## src/sv/vertex_project_to_screen_macros.svh

```systemverilog
// Assertion macros for the vertex projection block.
// Each check is sampled on the rising edge of aclk and is off while aresetn is low.
`ifndef VERTEX_PROJECT_TO_SCREEN_MACROS_SVH
`define VERTEX_PROJECT_TO_SCREEN_MACROS_SVH
`ifndef SYNTHESIS
`define VPTS_ASSERT_IMPL(label, ante, cons, msg) \
    label: assert property (@(posedge aclk) disable iff (!aresetn) (ante) |-> (cons)) \
        else $error(msg);
`define VPTS_ASSERT_NEXT(label, ante, cons, msg) \
    label: assert property (@(posedge aclk) disable iff (!aresetn) (ante) |=> (cons)) \
        else $error(msg);
`else
`define VPTS_ASSERT_IMPL(label, ante, cons, msg)
`define VPTS_ASSERT_NEXT(label, ante, cons, msg)
`endif
`endif

```

## src/sv/vpts_pkg.sv

```systemverilog
package vpts_pkg;

    // Field and datapath widths.
    localparam int OUT_WIDTH = 16;
    localparam int VTX_W     = 32;
    localparam int COEF_W    = 16;
    localparam int ROW_W     = 4 * COEF_W;
    localparam int PROD_W    = VTX_W + COEF_W;
    localparam int H_W       = PROD_W + 2;
    localparam int MAG_W     = H_W - 1;
    localparam int SIZE_W    = 15;
    localparam int OFF_W     = SIZE_W - 1;
    localparam int NUM_W     = MAG_W + SIZE_W;
    localparam int DEN_W     = MAG_W + 1;
    // Quotient bits kept: enough that a clamped quotient still saturates after the offset.
    localparam int QUO_W     = ((OUT_WIDTH > OFF_W + 1) ? OUT_WIDTH : OFF_W + 1) + 1;
    localparam int CFG_IDX_W = 3;

    // Queue between the front and the back.
    localparam int QDEPTH = 4;
    localparam int QPTR_W = $clog2(QDEPTH);
    localparam int QCNT_W = QPTR_W + 1;

    // Register reset values.
    localparam logic [ROW_W-1:0] ROW0_RST = 64'd7416;
    localparam logic [ROW_W-1:0] ROW1_RST = 64'd648085504;
    localparam logic [ROW_W-1:0] ROW2_RST = 64'd18215952219352596480;
    localparam logic [ROW_W-1:0] ROW3_RST = 64'd17592186044416;
    localparam logic [12:0]      WIDTH_RST  = 13'd640;
    localparam logic [12:0]      HEIGHT_RST = 13'd480;
    localparam logic [14:0]      DEPTH_RST  = 15'd1024;

    typedef enum logic [CFG_IDX_W-1:0] {
        CFG_ROW0   = 3'd0,
        CFG_ROW1   = 3'd1,
        CFG_ROW2   = 3'd2,
        CFG_ROW3   = 3'd3,
        CFG_WIDTH  = 3'd4,
        CFG_HEIGHT = 3'd5,
        CFG_DEPTH  = 3'd6
    } cfg_idx_t;

    typedef struct packed {
        logic [3:0][ROW_W-1:0] row;
        logic [12:0]           frame_width;
        logic [12:0]           frame_height;
        logic [14:0]           depth_range;
    } vpts_cfg_t;

    typedef struct packed {
        logic signed [VTX_W-1:0] vert_x;
        logic signed [VTX_W-1:0] vert_y;
        logic signed [VTX_W-1:0] vert_z;
    } vtx_in_t;

    typedef struct packed {
        logic signed [OUT_WIDTH-1:0] screen_x;
        logic signed [OUT_WIDTH-1:0] screen_y;
        logic signed [OUT_WIDTH-1:0] screen_depth;
        logic                        visible;
        logic                        w_zero;
    } vtx_out_t;

    // One classified vertex as queued for the back.
    typedef struct packed {
        logic [2:0][MAG_W-1:0] mag;
        logic [2:0]            neg;
        logic [MAG_W-1:0]      wmag;
        logic                  w_zero;
        logic                  visible;
    } vpts_cls_t;

    typedef struct packed {
        logic              full;
        logic              empty;
        logic [QCNT_W-1:0] count;
    } vpts_qstat_t;

endpackage

```

## src/sv/vpts_queue.sv

```systemverilog
module vpts_queue (
    input  logic                 aclk,
    input  logic                 aresetn,
    input  logic                 push,
    input  vpts_pkg::vpts_cls_t  wdata,
    input  logic                 pop,
    output vpts_pkg::vpts_cls_t  rdata,
    output vpts_pkg::vpts_qstat_t stat
);

    localparam int PW = vpts_pkg::QPTR_W;
    localparam int CW = vpts_pkg::QCNT_W;

    vpts_pkg::vpts_cls_t mem_reg [vpts_pkg::QDEPTH];
    logic [PW-1:0]       wr_ptr_reg, rd_ptr_reg;
    logic [CW-1:0]       count_reg;

    // Pointers and fill count; the front never pushes into a full queue.
    always_ff @(posedge aclk) begin
        if (!aresetn) begin
            wr_ptr_reg <= '0;
            rd_ptr_reg <= '0;
            count_reg  <= '0;
        end else begin
            if (push) begin
                wr_ptr_reg <= wr_ptr_reg + PW'(1);
            end
            if (pop) begin
                rd_ptr_reg <= rd_ptr_reg + PW'(1);
            end
            if (push && !pop) begin
                count_reg <= count_reg + CW'(1);
            end else if (pop && !push) begin
                count_reg <= count_reg - CW'(1);
            end
        end
    end

    always_ff @(posedge aclk) begin
        if (push) begin
            mem_reg[wr_ptr_reg] <= wdata;
        end
    end

    assign rdata      = mem_reg[rd_ptr_reg];
    assign stat.full  = (count_reg == CW'(vpts_pkg::QDEPTH));
    assign stat.empty = (count_reg == '0);
    assign stat.count = count_reg;

endmodule

```

## config.mk

```make
export PLATFORM = sky130hd
export DESIGN_NAME = vpts_queue
export DESIGN_NICKNAME = d
export VERILOG_FILES = /design/src/sv/vertex_project_to_screen_macros.svh /design/src/sv/vpts_pkg.sv /design/src/sv/vpts_queue.sv
export SDC_FILE = /design/constraint.sdc
export NUM_CORES = 1
export LEC_CHECK = 0
export ABC_CLOCK_PERIOD_IN_PS = 6750
export BUFFER_PORTS_ARGS = -buffer_cell sky130_fd_sc_hd__buf_2
export CAP_MARGIN = 20
export CELL_PAD_IN_SITES_DETAIL_PLACEMENT = 0
export CELL_PAD_IN_SITES_GLOBAL_PLACEMENT = 2
export CORE_AREA = 5 5 258 260
export CTS_BUF_LIST = sky130_fd_sc_hd__clkbuf_8
export CTS_CLUSTER_SIZE = 40
export DETAILED_ROUTE_END_ITERATION = 10
export DIE_AREA = 0 0 263 265
export PLACE_DENSITY = 0.78
export SYNTH_ARGS = -nofsm -noshare
export SYNTH_HDL_FRONTEND = slang
export SYNTH_SLANG_ARGS = --single-unit
```

## constraint.sdc

```tcl
create_clock -name aclk -period 6.75 [get_ports aclk]
set_input_delay 0.675 -clock aclk [delete_from_list [all_inputs] [get_ports aclk]]
set_output_delay 0.675 -clock aclk [all_outputs]
set_load 0.05 [all_outputs]
```

# == Yosys cells after proc, flatten, opt, wreduce, memory -nomap -nowiden ==
# Memories as Yosys holds them, arrays and structs flattened. A register that Yosys moved wholly into a read port is not among the register bits.
# Cells that the tools add are included.
# op_classes
muxes,6
n_addsub,4
n_eq_ne,1
n_reduce_logical,6
# op_table
cell,count
$mux W3,2
$add A2 B1 Y2 const B,2
$mux W2,2
$add A3 B1 Y3 const B,1
$eq A3 B3 Y1 const B,1
$logic_not A3 Y1,1
$sub A3 B1 Y3 const B,1
$logic_and A1 B1 Y1,2
$logic_not A1 Y1,2
$mux W1,2
$reduce_bool A2 Y1,1
# totals
elab_cells,21
reg_bits,7
ramBits,804
in_bits,205
mem_count,1
# mem_list
memory,words,word_bits,rd,rd_ports_with_merged_regs,write_ports,line,text
mem_reg,4,201,1,1,1,vpts_queue.sv:14,vpts_pkg::vpts_cls_t mem_reg [vpts_pkg::QDEPTH];

# == Longest topological paths before layout ==
# logic_depth
depth_word,4
ltp_mapped,7
ltp_nobuf,7

# == Worst setup path before layout ==
# OpenSTA, ideal clock, no wires.
# synth_path
path_type,input -> register
startpoint,input push
endpoint,memory mem_reg[0][0] (netlist bit) (enable)
path_stages,1
path_slack_ps,930
required_ps,6165
arrival_time_ps,5235
setup_ps,585
path_cell_list,and2_1
# synth_between
elab_chain_len,2
# synth_lines
element,line,text
from (decl),vpts_queue.sv:4,"input logic push,"
$mux W1,vpts_queue.sv:40,if (push) begin
$mux W1 (implied by the code),vpts_queue.sv:41,mem_reg[wr_ptr_reg] <= wdata;
to (decl),vpts_queue.sv:14,
# Every way passes these cells.

==> results.md <==
- Die area: roughly 70000 um^2
- Fin crit share: 0.558
- Final setup viols: 0
- CTS Buf Count: 133
- Placed cell count: 2325
- Hold depth: 1
- Commonest non-fill, non-tap cell in the layout: edfxtp_1
- CP cell instances: buf_4 -> mux4_2 -> buf_2
- I/O pin count: approximately 410
- Iter 0 DRT Violations: 899
- Final hold vios: 0
- Wirelength, routed: 58100 um
- Nets: 1816
- Critical path peak fanout: 53
- DP HPWL: 34400 um
- Status: finished, final reports clean
- Critical path's slowest cell: dfxtp_4
- Gr usage total: 0.165
- Worst slack at placement: 3.68 ns
- Initial antenna violation count: 13
- H-tree Lvls: 4
- DRC: 0
- Post-synthesis sequential area ratio: 0.820
- Vias in the first global route: 14400
- Pwr Density: 322 nW/um^2
- First-pass detailed-route iteration total: 4
- Core area: 63900 um^2
- Largest net degree at the start of global routing: 136
- Flops & latches, synth: 813
- Synth warn: 0
- Buffers on Ports: between 400 and 500
- Tmin final: 3.77 ns
- GRT overflow: 0
- Commonest non-fill, non-tap cells in the layout: 804 x edfxtp_1, 410 x buf_2, 201 x mux4_2
- Initial core utilization: 0.464
- Mean post-synth cell area: 27.1 um^2
- R2R depth: 4
- First-pass GRT wire length: around 90000 um
- Slew HR: 0.280
- Syn-to-layout area delta: 17.1%
- Non-Filler Instances: 2563
- Critical Path RT: 6.07 ns
- PnR worst setup slack: 2.98 ns
- Slew Limit Fails: 0
- Top cell type's share of synthesized area: 0.814
- Post-DRT Antenna Nets: 0
- Peak Freq: roughly 0.27 GHz
- Max incr delay on CP: 0.90 ns
- CP Class: flop to primary output
- Post_cts resized: 0
- Max clock buf depth: 3
- Drt wl/cell: between 20 and 25 um
- CTS tree: built
- Syn Nets: 1304
- Die Ht: 265 um
- Root Driver: clkbuf_8
- # hold bufs at CTS: 0
- Min-delay worst type: input pin to flop
- Static leakage power: 0.0118 uW
- Synth Cell Area: 29700 um^2
- CTS clk-pin slew, worst paths: approximately 0.060 ns
- Via/cell ratio: 5.18
- Clk_lat worst skew: 0.71 ns
- Peak supply drop: 0.186 mV
- Row count: 93
- Worst Path Arrival: 3.09 ns
- Worst Setup End Kind: primary output
- Detailed-route via count: around 13000
- Synth area leader: edfxtp_1
- CP Launch Type: flop
- GP Congestion: 0.721
- FF-to-FF setup slack: 4.33 ns
- Yosys cell types: 22
- Final Skew: around 0.02 ns
- Max_cap viols: 0
- Largest register FFs: 804
- Sink Count: 813
- RSZ-0062 raised after global routing: false
- Worst-Margin Slew: 1.08 ns
- Fin Setup TNS: 0 ns
- Share of layout cells above drive strength 1: 0.459
- Synth Instances: 1093
- Post-CTS Setup Bufs: 0
- Cells taking the most area after synthesis: edfxtp_1 81%, mux4_2 15%, buf_12 1.4%, dfxtp_1 0.61%, buf_2 0.32%
- Fillers: 4910
- DIE WIDTH: 263 um
==> cell families after synthesis <==
kind of cell,after synthesis,share of synthesized area
DFF,813,0.820
muxes,203,0.153
buffers and inverters,49,0.0189
and+or+nand+nor,15,0.00308
adders and majority gates,6,0.00278
xor gates and xnor gates,5,0.00148
AOI/OAI and AO/OA,2,0.000422
==> cells in the mapped netlist <==
cell,count
edfxtp_1,804
mux4_2,201
buf_12,21
buf_2,19
and2_1,9
dfxtp_1,9
ha_1,5
inv_1,4
clkbuf_1,3
xor2_1,3
mux2i_1,2
nor2b_1,2
xnor2_1,2
a21boi_0,1
buf_4,1
buf_6,1
fa_1,1
nand2_1,1
nor3_1,1
nor3b_1,1
o21ai_0,1
or3_1,1
==> layout make-up <==
class                           count  area [um^2]  share of cell area
Antenna cell                        8         20.0            0.000576
Clock buffer                      135         1860              0.0535
Clock inverter                     95          437              0.0126
Inverter                            4         15.0            0.000432
Multi-Input combinational cell    231         4790               0.138
Sequential cell                   813        24300               0.700
Tap cell                          855         1070              0.0308
Timing Repair Buffer              422         2230              0.0642
==> worst max-delay path, delay by kind of cell (launching register included) <==
kind                   cells  cell delay (ns)
DFF                        1             0.90
buffers and inverters      2             0.95
muxes                      1             0.42
==> routing by layer <==
layer | track usage | share of wire | vias to the layer above
li1 | - | - | 5807
met1 | 0.213 | 0.40 | 6965
met2 | 0.267 | 0.50 | 403
met4 | 0.0516 | 0.017 | 14
met5 | 0 | 0.0016 | -
met3 | 0.0614 | 0.078 | 80
==> path summary, 6_finish.rpt <==
kind                               startpoint              to
worst min-delay path                wdata[11]  mem_reg[3][11]
worst max register to register  wr_ptr_reg[0]  mem_reg[0][30]
worst min register to register   count_reg[2]    count_reg[2]
worst max-delay path                     flop      rdata[128]
==> metrics by stage <==
| step | hold WS [ns] | util | instance area [um^2] | power (uW) |
|---|---|---|---|---|
| after floorplan | 0.528 | - | 29700 | 7260 |
| after global placement | 0.528 | 0.508 | 32400 | 7620 |
| after detailed placement | 0.522 | 0.508 | 32400 | 7640 |
| after CTS | 0.0427 | 0.544 | 34700 | 11400 |
| after global routing | 0.0724 | 0.544 | 34700 | 11700 |
| final | 0.159 | 0.544 | 34700 | 11200 |
==> report_power, final <==
group	switching (uW)	internal, uW
registers	60.9	5810
clock network	1790	1890
logic	1160	465
total	3010	8170
Note: power is estimated with default switching activity, not from simulation.
