**config.mk**
```make
export PLATFORM = sky130hd
export DESIGN_NAME = vpts_cfg
export DESIGN_NICKNAME = d
export VERILOG_FILES = /design/src/sv/vertex_project_to_screen_macros.svh /design/src/sv/vpts_pkg.sv /design/src/sv/vpts_cfg.sv
export SDC_FILE = /design/constraint.sdc
export NUM_CORES = 1
export LEC_CHECK = 0
export BUFFER_PORTS_ARGS = -buffer_cell sky130_fd_sc_hd__buf_2
export CAP_MARGIN = 20
export CORE_ASPECT_RATIO = 1.25
export CORE_MARGIN = 5
export CORE_UTILIZATION = 28
export CTS_BUF_LIST = sky130_fd_sc_hd__clkbuf_4
export DETAILED_ROUTE_END_ITERATION = 7
export HOLD_SLACK_MARGIN = 0.06
export PLACE_DENSITY = 0.46
export SYNTH_ARGS = -nofsm -noshare
export SYNTH_HDL_FRONTEND = slang
export SYNTH_SLANG_ARGS = --single-unit
```
**constraint.sdc**
```tcl
create_clock -name aclk -period 1.4 [get_ports aclk]
set_input_delay 0.21 -clock aclk [delete_from_list [all_inputs] [get_ports aclk]]
set_output_delay 0.21 -clock aclk [all_outputs]
set_load 0.02 [all_outputs]
```
**src/sv/vertex_project_to_screen_macros.svh**
```systemverilog
// Assertion macros for the vertex projection block.
// Each check is sampled on the rising edge of aclk and is off while aresetn is low.
`ifndef VERTEX_PROJECT_TO_SCREEN_MACROS_SVH
`define VERTEX_PROJECT_TO_SCREEN_MACROS_SVH
`ifndef SYNTHESIS
`define VPTS_ASSERT_IMPL(label, ante, cons, msg) \
    label: assert property (@(posedge aclk) disable iff (!aresetn) (ante) |-> (cons)) \
        else $error(msg);
`define VPTS_ASSERT_NEXT(label, ante, cons, msg) \
    label: assert property (@(posedge aclk) disable iff (!aresetn) (ante) |=> (cons)) \
        else $error(msg);
`else
`define VPTS_ASSERT_IMPL(label, ante, cons, msg)
`define VPTS_ASSERT_NEXT(label, ante, cons, msg)
`endif
`endif

```
**src/sv/vpts_pkg.sv**
```systemverilog
package vpts_pkg;

    // Field and datapath widths.
    localparam int OUT_WIDTH = 16;
    localparam int VTX_W     = 32;
    localparam int COEF_W    = 16;
    localparam int ROW_W     = 4 * COEF_W;
    localparam int PROD_W    = VTX_W + COEF_W;
    localparam int H_W       = PROD_W + 2;
    localparam int MAG_W     = H_W - 1;
    localparam int SIZE_W    = 15;
    localparam int OFF_W     = SIZE_W - 1;
    localparam int NUM_W     = MAG_W + SIZE_W;
    localparam int DEN_W     = MAG_W + 1;
    // Quotient bits kept: enough that a clamped quotient still saturates after the offset.
    localparam int QUO_W     = ((OUT_WIDTH > OFF_W + 1) ? OUT_WIDTH : OFF_W + 1) + 1;
    localparam int CFG_IDX_W = 3;

    // Queue between the front and the back.
    localparam int QDEPTH = 4;
    localparam int QPTR_W = $clog2(QDEPTH);
    localparam int QCNT_W = QPTR_W + 1;

    // Register reset values.
    localparam logic [ROW_W-1:0] ROW0_RST = 64'd7416;
    localparam logic [ROW_W-1:0] ROW1_RST = 64'd648085504;
    localparam logic [ROW_W-1:0] ROW2_RST = 64'd18215952219352596480;
    localparam logic [ROW_W-1:0] ROW3_RST = 64'd17592186044416;
    localparam logic [12:0]      WIDTH_RST  = 13'd640;
    localparam logic [12:0]      HEIGHT_RST = 13'd480;
    localparam logic [14:0]      DEPTH_RST  = 15'd1024;

    typedef enum logic [CFG_IDX_W-1:0] {
        CFG_ROW0   = 3'd0,
        CFG_ROW1   = 3'd1,
        CFG_ROW2   = 3'd2,
        CFG_ROW3   = 3'd3,
        CFG_WIDTH  = 3'd4,
        CFG_HEIGHT = 3'd5,
        CFG_DEPTH  = 3'd6
    } cfg_idx_t;

    typedef struct packed {
        logic [3:0][ROW_W-1:0] row;
        logic [12:0]           frame_width;
        logic [12:0]           frame_height;
        logic [14:0]           depth_range;
    } vpts_cfg_t;

    typedef struct packed {
        logic signed [VTX_W-1:0] vert_x;
        logic signed [VTX_W-1:0] vert_y;
        logic signed [VTX_W-1:0] vert_z;
    } vtx_in_t;

    typedef struct packed {
        logic signed [OUT_WIDTH-1:0] screen_x;
        logic signed [OUT_WIDTH-1:0] screen_y;
        logic signed [OUT_WIDTH-1:0] screen_depth;
        logic                        visible;
        logic                        w_zero;
    } vtx_out_t;

    // One classified vertex as queued for the back.
    typedef struct packed {
        logic [2:0][MAG_W-1:0] mag;
        logic [2:0]            neg;
        logic [MAG_W-1:0]      wmag;
        logic                  w_zero;
        logic                  visible;
    } vpts_cls_t;

    typedef struct packed {
        logic              full;
        logic              empty;
        logic [QCNT_W-1:0] count;
    } vpts_qstat_t;

endpackage

```
**src/sv/vpts_cfg.sv**
```systemverilog
module vpts_cfg (
    input  logic                              aclk,
    input  logic                              aresetn,
    input  logic                              cfg_we,
    input  logic [vpts_pkg::CFG_IDX_W-1:0]    cfg_idx,
    input  logic [vpts_pkg::ROW_W-1:0]        cfg_wdata,
    output vpts_pkg::vpts_cfg_t               cfg
);

    vpts_pkg::vpts_cfg_t cfg_reg;

    // Register file: one write per cycle, indexes past the list are dropped.
    always_ff @(posedge aclk) begin
        if (!aresetn) begin
            cfg_reg.row[0]       <= vpts_pkg::ROW0_RST;
            cfg_reg.row[1]       <= vpts_pkg::ROW1_RST;
            cfg_reg.row[2]       <= vpts_pkg::ROW2_RST;
            cfg_reg.row[3]       <= vpts_pkg::ROW3_RST;
            cfg_reg.frame_width  <= vpts_pkg::WIDTH_RST;
            cfg_reg.frame_height <= vpts_pkg::HEIGHT_RST;
            cfg_reg.depth_range  <= vpts_pkg::DEPTH_RST;
        end else if (cfg_we) begin
            unique case (vpts_pkg::cfg_idx_t'(cfg_idx))
                vpts_pkg::CFG_ROW0:   cfg_reg.row[0] <= cfg_wdata;
                vpts_pkg::CFG_ROW1:   cfg_reg.row[1] <= cfg_wdata;
                vpts_pkg::CFG_ROW2:   cfg_reg.row[2] <= cfg_wdata;
                vpts_pkg::CFG_ROW3:   cfg_reg.row[3] <= cfg_wdata;
                vpts_pkg::CFG_WIDTH:  cfg_reg.frame_width  <= cfg_wdata[12:0];
                vpts_pkg::CFG_HEIGHT: cfg_reg.frame_height <= cfg_wdata[12:0];
                vpts_pkg::CFG_DEPTH:  cfg_reg.depth_range  <= cfg_wdata[14:0];
                default: ;
            endcase
        end
    end

    assign cfg = cfg_reg;

endmodule

```
; Word-level counts from Yosys, hierarchy flattened
; Index checks and enable logic that the tools add are counted.
[op_classes]
eq_ne = 6
reduce_logical = 8
[ops]
columns = op, count
row1 = $reduce_and A2 Y1, 7
row2 = $eq A3 B3 Y1 const B, 3
row3 = $eq A3 B2 Y1 const B, 2
row4 = $eq A3 B1 Y1 const B, 1
row5 = $logic_not A3 Y1, 1
[totals]
register_bits = 297
in_bits = 70
out_inout_bits = 297
wordCells = 21

; Logic depth before layout (Yosys ltp)
[logic_depth]
depth_word = 2
ltp_mapped = 5
mapped_depth_nobuf = 2

; Worst setup path before layout
; OpenSTA, ideal clock, no wires.
[synth_path]
kind = input port to flip-flop
startpoint = input cfg_idx[0] in the netlist's numbering
endpoint = register cfg_reg (netlist bit cfg[41])
setup_ns = 0.072
arrival_ns = 1.160
required_ns = 1.328
slack_ns = 0.168
path_stages = 5
path_buffers = 3
cell_sequence = buf_2 > nor4b_2 > buf_4 > buf_6 > mux2i_1
[synth_via]
elab_chain_len = 2
[synth_rtl]
columns = item, line_no
row1 = start: declaration, vpts_cfg.sv:5  ; input logic [vpts_pkg::CFG_IDX_W-1:0] cfg_idx,
row2 = $logic_not A3 Y1, vpts_cfg.sv:23  ; unique case (vpts_pkg::cfg_idx_t'(cfg_idx))
row3 = $reduce_and A2 Y1 (no source line), n/a
row4 = end: declaration, vpts_cfg.sv:10  ; vpts_pkg::vpts_cfg_t cfg_reg;
; Every way passes these cells.
; A chain may end at the register's enable or synchronous reset.

; Worst setup path in the final report
[layout_path]
startpoint = input cfg_we
endpoint = register cfg_reg (netlist bit cfg[23])
[layout_via]
elab_chain_len = 1
[layout_rtl]
columns = item, line_no
row1 = start: declaration, vpts_cfg.sv:4  ; input logic cfg_we,
row2 = $reduce_and A2 Y1 (no source line), n/a
; Every way passes these cells.

==> flow_metrics.tcl <==
set metrics [dict create \
    netlist_instances 1069 \
    maxCapViolations 0 \
    yosysTopAreaCellShare_pct 53.4 \
    hold_violations 0 \
    maxSlewHeadroom_pct 76.7 \
    cts_inserted_buffers 81 \
    grt_max_degree 40 \
    synth_cell_type_count 15 \
    cp.arrival_ns 2.11 \
    yosys.area_share.simple_pct 15.5 \
    globalRouteTotalUtil_pct 16.8 \
    yosys-top-cells-count "nand2_1 (327), dfxtp_1 (297), mux2i_1 (297), nor2b_1 (62), clkbuf_1 (30)" \
    coreArea_mm2 0.0392 \
    port_buffers 366 \
    hp-class "in2reg" \
    placed_cells 1917 \
    grt_busiest_layer "met2" \
    utilization_pct 48.0 \
    ios 367 \
    dp_hpwl_um 26000 \
    crit_path_end_kind "register" \
    rows 81 \
    die_w_um 188 \
    initial_core_util_pct 28.4 \
    cts_tree "built" \
    syn_area_mm2 0.0111 \
    synth-xor-area-share_pct 0 \
    wire_per_inst_um 17.2 \
    nNetsFinal 1751 \
    period_share_pct 107 \
    syn_area_per_cell_um2 10.4 \
    clockBufferDepth 3 \
    synth-adder-area-share_pct 0 \
    synth_compound_area_share_pct 0 \
    rsz0062_at_grt "true" \
    dr.pass1.iters 4 \
    ant_nets 0 \
    grt_pass1_vias 10203 \
    largest_reg_flops 297 \
    synthArstFlopShare_pct 0 \
    violations "setup timing" \
    cts.clk_slew.worst_paths_ns 0.06 \
    synth_top_family_by_area "multiplexers" \
    vdd_drop_max_v 0.000616 \
    tightest_slew_ns 0.349 \
    leakagePower_uw 0.00884 \
    worst-path-max-fanout 10 \
    grt_pass1_wl_um 58100 \
    clk_latency_ns 0.70 \
    grt_use_met3_pct 6.63 \
    overflow 0 \
    critPathLaunchType "input pin" \
    ys_warn_count 0 \
    ys_seq_elements 297 \
    vias_per_cell 4.34 \
    muxShareOfSynthArea_pct 26.7 \
    crit_type "in2reg" \
    routabilityCongestion 0.755 \
    synth_top_area_cell "dfxtp_1" \
    yosysMostFrequentCell "nand2_1" \
    min_period_ns 1.50 \
    grtUsageMet1_pct 17.9 \
    cts.htree.levels 3 \
    dieHeight_um 233 \
    vias 9683 \
    setup_viol 14 \
    synthFlopType "dfxtp_1" \
    first_iter_violations 216 \
    wl_um 38400 \
    grt_use_met2_pct 29.8 \
    fin_ws_ns -0.0954 \
    crit_required_ns 2.01 \
    drcViolationCount 0 \
    area_delta_synth_final_pct 69.4 \
    synth-edff-count 0 \
    antenna_found_initial 3 \
    synth_area_leaders "dfxtp_1 (53%), mux2i_1 (27%), nand2_1 (11%)" \
    status "complete, but fails checks" \
    dp_slack_ns 0.00599 \
    drive_gt1_share_pct 54.4 \
    fin_cells 2231 \
    ys_seq_area_share_pct 53.4 \
    syn-num-nets 1139 \
    max_freq_ghz 0.669 \
    skew_ns 0 \
    powerDensity_mw_per_mm2 998 \
    numClockSinks 297 \
    root_buffer "clkbuf_4" \
    slew_viol_final 0 \
    die-area_mm2 0.0438 \
]
## cell usage in the layout, fill, tap and decap left out
master	netlist	final
diode_2	0	1
buf_6	18	297
buf_2	17	68
clkinvlp_4	0	1
nand4b_4	1	1
bufinv_16	0	3
nand4b_1	2	2
clkbuf_4	0	120
nand4bb_4	0	2
nor2b_1	62	62
inv_2	0	1
buf_8	0	1
mux2i_1	297	297
clkinv_1	0	9
clkbuf_16	0	1
and4bb_2	1	1
buf_12	0	29
nand2_1	327	327
and4bb_4	0	1
buf_4	10	119
dlygate4sd3_1	0	89
dlymetal6s4s_1	0	3
dfxtp_2	0	297
nor4b_4	0	1
## routing by layer
metal	up-vias	share of wire [%]
li1	4786	-
met1	4525	39
met2	314	51
met3	56	7.8
met4	2	2.6
met5	-	0.034
## metrics by stage
step	power (uW)	instance area (um2)	hold WS, ns	TNS (ns)
6_report	18800	18800	0.135	-0.180
3_3_place_gp	10500	13900	0.440	0
5_1_grt	19800	18800	0.0759	-23.86
3_5_place_dp	10500	13900	0.444	0
4_1_cts	19100	18400	0.0603	-25.22
2_1_floorplan	9780	11100	0.370	0
## worst max-delay path: stages
cell and delay (ns):
buf_2 0.11, dlygate4sd3_1 0.66, nand4b_1 0.23, buf_12 0.23, mux2i_1 0.11, dlygate4sd3_1 0.55
## cell families after synthesis
kind of cell	after synthesis
buffers and inverters	78
AND/OR/NAND/NOR	397
flip-flops	297
multiplexers	297
## power by group
group	internal [uW]	total (uW)	leakage, uW	switching, uW
combinational	1030	2020	0.00571	991
sequential	8670	8810	0.00252	140
clock	4430	7970	0.000613	3540
total	14100	18800	0.00884	4670
## what timing repair did
action | in CTS | in global routing
endpoints found under the hold margin | 297 | 1
hold buffers | 97 | 1
setup endpoints to repair | 297 | 314
gates resized for setup | 891 | 4
gates cloned | 0 | 1
pin swaps | 0 | 1
buffers inserted | 34 | 50
## final timing paths
check / from / end / slack, ns / depth (start not counted)
worst max-delay path: cfg_we / cfg[23] / -0.1 / 6
worst min-delay path: cfg_idx[1] / cfg[27] / 0.13 / 4
worst max register to register: cfg[23] / cfg[23] / 0.12 / 4
worst min register to register: cfg[91] / cfg[91] / 0.46 / 2
## final cells by class
cell class              instances  area, um2
well taps                     498        623
clock inverters                14        135
flip-flops and latches        297       6320
multi-input cells             694       4740
repair buffers                607       6130
fillers                      3656      20400
clock buffers                 120        901
diodes                          1       2.50
Power figures use the tool's default switching activity.
